===== src/afk_pkg.sv =====
// ----------------------------------------------------------------------------
// afk_pkg: shared types, constants and helpers
// Angle reduction, coordinate rounding and the record types that pass
// between the front and back parts of the arm kinematics block.
// ----------------------------------------------------------------------------
package afk_pkg;

    localparam int ANG_W     = 14;   // raw joint angle, 1/16 degree, signed
    localparam int ANGR_W    = 13;   // reduced angle, 0 .. 5759
    localparam int LEN_W     = 12;   // link length, millimetres
    localparam int COORD_W   = 20;   // coordinate, 1/16 mm, signed
    localparam int SIN_W     = 18;   // Q16 sine, signed
    localparam int SIN_LAT   = 8;    // register stages in the sine unit
    localparam int IN_DATA_W  = 56;
    localparam int OUT_DATA_W = 128;
    localparam int CFG_IDX_W  = 8;

    localparam int FIFO_DEPTH_DEF = 2;

    localparam int COORD_MAX = 327680;

    // ceil(2^35 / 45): t * 65536 / 1440 == (t * U_RECIP) >> 24 for t in 0..1440
    localparam logic [29:0] U_RECIP = 30'd763549742;

    localparam logic [CFG_IDX_W-1:0] REG_LINK1 = 8'd0;
    localparam logic [CFG_IDX_W-1:0] REG_LINK2 = 8'd1;
    localparam logic [CFG_IDX_W-1:0] REG_LINK3 = 8'd2;
    localparam logic [CFG_IDX_W-1:0] REG_LINK4 = 8'd3;

    typedef logic [ANGR_W-1:0]          angle_t;
    typedef logic signed [COORD_W-1:0]  coord_t;
    typedef logic signed [SIN_W-1:0]    sin_t;

    typedef struct packed {
        angle_t yaw;
        angle_t shoulder;
        angle_t elbow;
        angle_t wrist;
    } pose_t;

    typedef struct packed {
        logic [LEN_W-1:0] link1;
        logic [LEN_W-1:0] link2;
        logic [LEN_W-1:0] link3;
        logic [LEN_W-1:0] link4;
    } len_cfg_t;

    // Reduce a raw 14-bit angle into one full turn.
    function automatic angle_t wrap_in(input logic signed [ANG_W-1:0] a);
        logic signed [14:0] v;
        v = {a[ANG_W-1], a};
        if (v < -15'sd5760) begin
            v = v + 15'sd11520;
        end else if (v < 15'sd0) begin
            v = v + 15'sd5760;
        end else if (v >= 15'sd5760) begin
            v = v - 15'sd5760;
        end
        return angle_t'(v[ANGR_W-1:0]);
    endfunction

    // Fold a sum that lies within one turn on either side back into 0 .. 5759.
    function automatic angle_t wrap_sum(input logic signed [14:0] s);
        logic signed [14:0] v;
        v = s;
        if (v < 15'sd0) begin
            v = v + 15'sd5760;
        end else if (v >= 15'sd5760) begin
            v = v - 15'sd5760;
        end
        return angle_t'(v[ANGR_W-1:0]);
    endfunction

    // Q16 millimetres to 1/16 mm, round half up, then clamp.
    function automatic coord_t to_coord(input logic signed [35:0] v);
        logic signed [36:0] r;
        r = ($signed({v[35], v}) + 37'sd2048) >>> 12;
        if (r > 37'sd327680) begin
            r = 37'sd327680;
        end else if (r < -37'sd327680) begin
            r = -37'sd327680;
        end
        return coord_t'(r[COORD_W-1:0]);
    endfunction

endpackage


===== src/afk_front.sv =====
// ----------------------------------------------------------------------------
// afk_front: pose intake and queue
// Accepts poses, reduces each joint angle into one turn and holds them in a
// short queue for the back part.
// ----------------------------------------------------------------------------
module afk_front
    import afk_pkg::*;
#(
    parameter int DEPTH = FIFO_DEPTH_DEF
) (
    input  logic                 aclk,
    input  logic                 aresetn,
    input  logic                 s_tvalid,
    output logic                 s_tready,
    input  logic [IN_DATA_W-1:0] s_tdata,
    output pose_t                pose_o,
    output logic                 pose_valid_o,
    input  logic                 pop_i
);

    localparam int PTR_W = (DEPTH > 1) ? $clog2(DEPTH) : 1;
    localparam int CNT_W = $clog2(DEPTH + 1);

    pose_t            fifo_mem [DEPTH];
    logic [PTR_W-1:0] wr_ptr_reg, rd_ptr_reg;
    logic [CNT_W-1:0] count_reg;
    logic             push;
    logic             pop;
    pose_t            in_pose;

    assign s_tready     = (count_reg != CNT_W'(DEPTH));
    assign push         = s_tvalid && s_tready;
    assign pose_valid_o = (count_reg != '0);
    assign pop          = pop_i && pose_valid_o;
    assign pose_o       = fifo_mem[rd_ptr_reg];

    always_comb begin
        in_pose.yaw      = wrap_in(s_tdata[13:0]);
        in_pose.shoulder = wrap_in(s_tdata[27:14]);
        in_pose.elbow    = wrap_in(s_tdata[41:28]);
        in_pose.wrist    = wrap_in(s_tdata[55:42]);
    end

    always_ff @(posedge aclk) begin
        if (push) begin
            fifo_mem[wr_ptr_reg] <= in_pose;
        end
    end

    always_ff @(posedge aclk) begin
        if (!aresetn) begin
            wr_ptr_reg <= '0;
            rd_ptr_reg <= '0;
            count_reg  <= '0;
        end else begin
            if (push) begin
                wr_ptr_reg <= (wr_ptr_reg == PTR_W'(DEPTH - 1)) ? '0 : wr_ptr_reg + 1'b1;
            end
            if (pop) begin
                rd_ptr_reg <= (rd_ptr_reg == PTR_W'(DEPTH - 1)) ? '0 : rd_ptr_reg + 1'b1;
            end
            if (push && !pop) begin
                count_reg <= count_reg + 1'b1;
            end else if (pop && !push) begin
                count_reg <= count_reg - 1'b1;
            end
        end
    end

endmodule


===== config.mk =====
export PLATFORM = sky130hd
export DESIGN_NAME = afk_front
export DESIGN_NICKNAME = d
export VERILOG_FILES = /design/src/afk_pkg.sv /design/src/afk_front.sv
export SDC_FILE = /design/constraint.sdc
export NUM_CORES = 1
export LEC_CHECK = 0
export BUFFER_PORTS_ARGS = -buffer_cell sky130_fd_sc_hd__buf_4
export CAP_MARGIN = 20
export CORE_MARGIN = 8
export CORE_UTILIZATION = 45
export CTS_CLUSTER_SIZE = 24
export DETAILED_ROUTE_END_ITERATION = 12
export HOLD_SLACK_MARGIN = 0.08
export PLACE_DENSITY = 0.8
export SETUP_SLACK_MARGIN = 0.2
export SLEW_MARGIN = 30
export SYNTH_ARGS = -nofsm -noshare
export SYNTH_HDL_FRONTEND = slang
export SYNTH_SLANG_ARGS = --single-unit
export TNS_END_PERCENT = 1

===== constraint.sdc =====
create_clock -name aclk -period 9 [get_ports aclk]
set_input_delay 0.45 -clock aclk [delete_from_list [all_inputs] [get_ports aclk]]
set_output_delay 0.45 -clock aclk [all_outputs]
set_load 0.05 [all_outputs]

After elaboration in Yosys (flattened, before gate mapping)
Memory sizes are Yosys's and may differ from the RTL's. A register that Yosys moved wholly into a read port is not among the register bits.
Cells that the tools add are included.
Widths: inputs -> output; s select.

operators by class
  add/sub/neg operators = 16
  order comparisons = 12
  equality and inequality tests = 1
  muxes and demuxes = 20
  reduce and logical (&&, ||, !) cells = 8

operators by type and width
  cell                    count
  $mux 13                 12
  $add 13x13->13 const B  8
  $ge 14x14->1 const B    4
  $lt 14x1->1 const B     4
  $lt 14x14->1 const B    4
  $sub 13x13->13 const B  4
  $mux 1                  6
  $logic_and 1x1->1       4
  $mux 2                  2
  $reduce_bool 2->1       2
  $add 1x1->1 const B     2
  $add 2x1->2 const B     1
  $logic_not 1->1         2
  $ne 2x2->1 const B      1
  $sub 2x1->2 const B     1

word-level totals
  flip-flop bits (word level) = 4
  RAM bits = 104
  input port bits = 60
  logic and storage cells = 61
  memories = 1

memory list
  memory    depth  bits a word  read ports  clocked after Yosys merged registers in  wr ports  line             text
  fifo_mem  2      52           1           1                                        1         afk_front.sv:24  pose_t fifo_mem [DEPTH];

Depth between registers and ports, before layout
  depth after elaboration = 6
  gate-level depth with buffers = 8
  mapped depth without buffers = 7

Worst setup path after synthesis
No wires, ideal clock.

  kind = reg2reg
  start point = register count_reg[0]
  end point = memory fifo_mem[0][0] (netlist bit) (enable)
  library setup time = 0.463 ns
  arrival = 3.222 ns
  setup slack = 5.314 ns
  stages on the path, launching flop included = 4
  path buffers = 0
  cell sequence = dfxtp_1 > nand2b_1 > nand2_1 > nor2_1

between the ends
  word-level cells in the longest chain between the ends = 4

ends and longest elaborated chain
  element                       line             text
  from (decl)                   afk_front.sv:26  logic [CNT_W-1:0] count_reg;
  from (signal assigned)        afk_front.sv:63  count_reg <= count_reg + 1'b1;
  from (signal assigned)        afk_front.sv:65  count_reg <= count_reg - 1'b1;
  $ne 2x2->1                    afk_front.sv:31  assign s_tready = (count_reg != CNT_W'(DEPTH));
  net s_tready                  afk_front.sv:14  output logic s_tready,
  $logic_and 1x1->1             afk_front.sv:32  assign push = s_tvalid && s_tready;
  $mux 1                        afk_front.sv:45  if (push) begin
  $mux 1 (not written as such)  afk_front.sv:46  fifo_mem[wr_ptr_reg] <= in_pose;
  to (decl)                     afk_front.sv:24

The timed path passes the listed nets, and every way through them passes these cells.

==> summary.txt <==
Outcome
  • Outcome: complete, no violations

Floorplanning
  • Die footprint: around 0.016 mm^2
  • Rows: 40
  • Placeable core area: about 0.012 mm^2
  • Die Wd: roughly 130 um
  • Chip Height: about 130 um
  • I/O pins: 114
  • Initial core utilization: between 40% and 50%

Critical path
  • Delay-heaviest family, CP: buffers and inverters
  • Most frequent CP cell: buf_4
  • Worst path max stage delay: between 0.6 and 0.7 ns
  • R2r endpoint: fifo_mem[0][27]$_DFFE_PP_
  • CP Max Fanout: 32
  • R2r setup slk: between 6 and 7 ns
  • Slowest cell on crit path: dfxtp_2
  • Critical-path cell list: buf_4 -> mux2_2 -> buf_4
  • Crit path capture: pose_o[33]
  • CP Depth: 3
  • Worst R2R Path Depth: 4
  • Worst Path Required: between 8 and 9 ns
  • Setup CP Type: reg2out
  • Worst EP arrival: between 2 and 2.5 ns
  • RR Startpoint: count_reg[0]$_SDFFE_PN0P_
  • Endpoint class of the critical path: primary output
  • Crit path launch type: flip-flop
  • Buf/Inv on CP: 2

Yosys
  • Syn avg cell area: approximately 13 um^2
  • Top cells by area, synth: edfxtp_1 56%, mux2_2 11%, ha_1 5.6%
  • Top FF cell, synth: edfxtp_1
  • Post-Syn Area: 0.00557 mm^2
  • Post-synthesis async set-or-reset flop share: 0%
  • Top cell type's share of synthesized area: a little under three fifths
  • Post-synth net total: 509
  • Area leader, netlist: edfxtp_1
  • Sequential share of the synthesized area: 57.9%
  • Synth warn: 0
  • Post-synthesis register bit count: between 100 and 150
  • Syn Inst Count: about 420
  • Number of library cell types mapped by synthesis: between 50 and 60
  • Post-synth EDFFs: around 100

Timing
  • FMAX: between 0.3 and 0.4 GHz
  • Worst slew pin tran: between 0.5 and 0.6 ns
  • Final setup viols: 0
  • Fin crit share: 28.7%
  • Worst Skew: between 0.008 and 0.009 ns
  • Final min period: 2.58 ns
  • Sum Neg Setup Slack: 0 ns
  • Fin. max-slew vios: 0
  • Slew Limit Headroom: ~64%
  • Unrepaired setup endpoints after global routing: no
  • Final Hold Viols: 0

Route
  • TritonRoute pass-1 iters: 4
  • Drt wl/cell: 17.5 um
  • Total Routed Length: 12,300 um
  • Vias after detailed routing: between 3,000 and 4,000
  • Drt first-iter violations: about 340
  • Drt drc: 0
  • ANT nets after route: 0
  • Routed vias/inst: between 5 and 6

GRT
  • Initial antenna violation count: 0
  • Vias in the first global route: between 4,000 and 5,000
  • Grt ovf: 0
  • Pin count of the biggest net entering global routing: 37
  • First-pass GRT wire length: roughly 20,000 um
  • Gr usage total: 15.1%

Finish
  • Post-route insts no fill: 706
  • Reg area: 0.00322 mm^2
  • Final instance area: 0.00686 mm^2
  • Footprint of the multi-input gates: approximately 0.0022 mm^2
  • Ant diodes: 0
  • Fin nets: 618
  • Area grow syn2layout: 23.3%
  • Largest register FFs: between 100 and 150
  • Fillcell total: a little under 1,000
  • Fraction of layout instances using a drive strength above 1: 35.9%

Clock network
  • Postcts setup bufs: 0
  • Clk sinks: between 100 and 150
  • Clk_lat worst skew: approximately 0.34 ns
  • Max clock buf depth: 2
  • CTS H-tree depth: 3
  • # hold bufs at CTS: 0
  • Clk slew on worst S/H paths: roughly 0.07 ns
  • CTS tree: done
  • Clock Root Buffer: clkbuf_16
  • CTS Buf Count: 9
  • Post-cts resize count: 0

Power and ir drop
  • Peak supply drop: ~0.13 mV
  • Leakage: approximately 2.7 nW
  • PD cells: ~260 mW/mm^2
  • PnR Total Power: about 0.0018 W

Run
  • Max cap viols: 0

Placement
  • I/O Buffers: 113
  • GP Congestion: approximately 0.91
  • Placed Cells: between 600 and 700
  • Placed cell areas: 0.00659 mm^2
  • Post-DP HPWL: around 9000 um

Worst hold path
  • Worst hold path type: in2reg
[layout by cell type (no fill, tap or decap), types with 3 or more instances in the layout]
cell type    n
a21oi_1     22
a211oi_1     7
clkbuf_16    9
o211ai_1     3
and2_1       5
nor3_1       7
nor4_1       5
nand2_1     12
dfxtp_1      4
o21a_1       4
a31oi_1      3
nor2_1      16
xor2_1       3
o31ai_1      3
ha_1        25
nor2b_1      4
o22ai_1      5
edfxtp_1   104
mux2_2      52
nand3_1      4
mux2i_1      7
a211o_1      5
inv_1       25
nand2b_1     6
o21ai_0     13
xnor2_1      9
a22oi_1      3
or3_1        6
buf_4      116
a21o_1       7
[power breakdown]
group	switching, W	total [W]	internal, W
Combinational	0.000476	0.000721	0.000245
Sequential	0.0000300	0.000673	0.000643
Clock	0.000178	0.000366	0.000189
Total	0.000683	0.00176	0.00108
[synth_stat cells (6+ instances only)]
library cell	number
xnor2_1	9
a21o_1	7
edfxtp_1	104
ha_1	25
nor3_1	7
inv_1	25
mux2_2	52
nor2_1	17
mux2i_1	7
nand2_1	12
clkbuf_1	18
nand2b_1	6
a21oi_1	22
a211oi_1	7
o21ai_0	13
or3_1	6
[through the flow]
| step | setup WS (ns) | hold WS [ns] | utilization [%] |
|---|---|---|---|
| 4_1_cts | 6.36 | 0.285 | 56.9 |
| 3_3_place_gp | 6.62 | 0.492 | 54.6 |
| 3_5_place_dp | 6.57 | 0.515 | 54.6 |
| 2_1_floorplan | 5.31 | 0.473 | - |
| 6_report | 6.42 | 0.297 | 56.9 |
| 5_1_grt | 6.29 | 0.280 | 56.9 |
[worst register-to-register path, stage by stage, from the launching register on]
cell and delay (ns):
dfxtp_1 0.40, nand2b_1 0.18, nand2_1 0.12, nor2_4 0.45
buf_4 0.56
[cells by family after synthesis]
kind of cell	after synthesis	synth area share, %
DFF	109	57.9
AOI/OAI and AO/OA	94	11.7
and+or+nand+nor	82	8.20
muxes	59	11.8
buffers and inverters	43	2.90
adders and majority gates	25	5.62
xor gates and xnor gates	12	1.89
[layer usage]
| metal | vias up | share of wire, % | track usage [%] |
|---|---|---|---|
| met1 | 1888 | 40 | 16.2 |
| met5 | - | 0 | 0 |
| met3 | 9 | 4.5 | 3.20 |
| met4 | 0 | 1.1 | 4.90 |
| li1 | 1846 | - | - |
| met2 | 106 | 54 | 28.8 |
[worst min-delay path by stage]
stage               slack, ns  cells after the start                   endpoint                       from
floorplan                0.47                      2  count_reg[1]$_SDFFE_PN0P_  count_reg[1]$_SDFFE_PN0P_
global placement         0.49                      2  count_reg[1]$_SDFFE_PN0P_  count_reg[1]$_SDFFE_PN0P_
detailed placement       0.51                      2  count_reg[1]$_SDFFE_PN0P_  count_reg[1]$_SDFFE_PN0P_
CTS                      0.28                      1   fifo_mem[1][6]$_DFFE_PP_                s_tdata[48]
global route             0.28                      1   fifo_mem[1][6]$_DFFE_PP_                s_tdata[48]
finish                   0.30                      1   fifo_mem[1][6]$_DFFE_PP_                s_tdata[48]
[layout make-up]
cell class,instances,share of cell area [%]
clock inverters,7,0.711
inverters,25,1.37
well taps,168,3.06
multi-input cells,272,31.9
clock buffers,9,3.28
repair buffers,116,12.7
flip-flops and latches,109,47.0
Power figures use the tool's default switching activity.
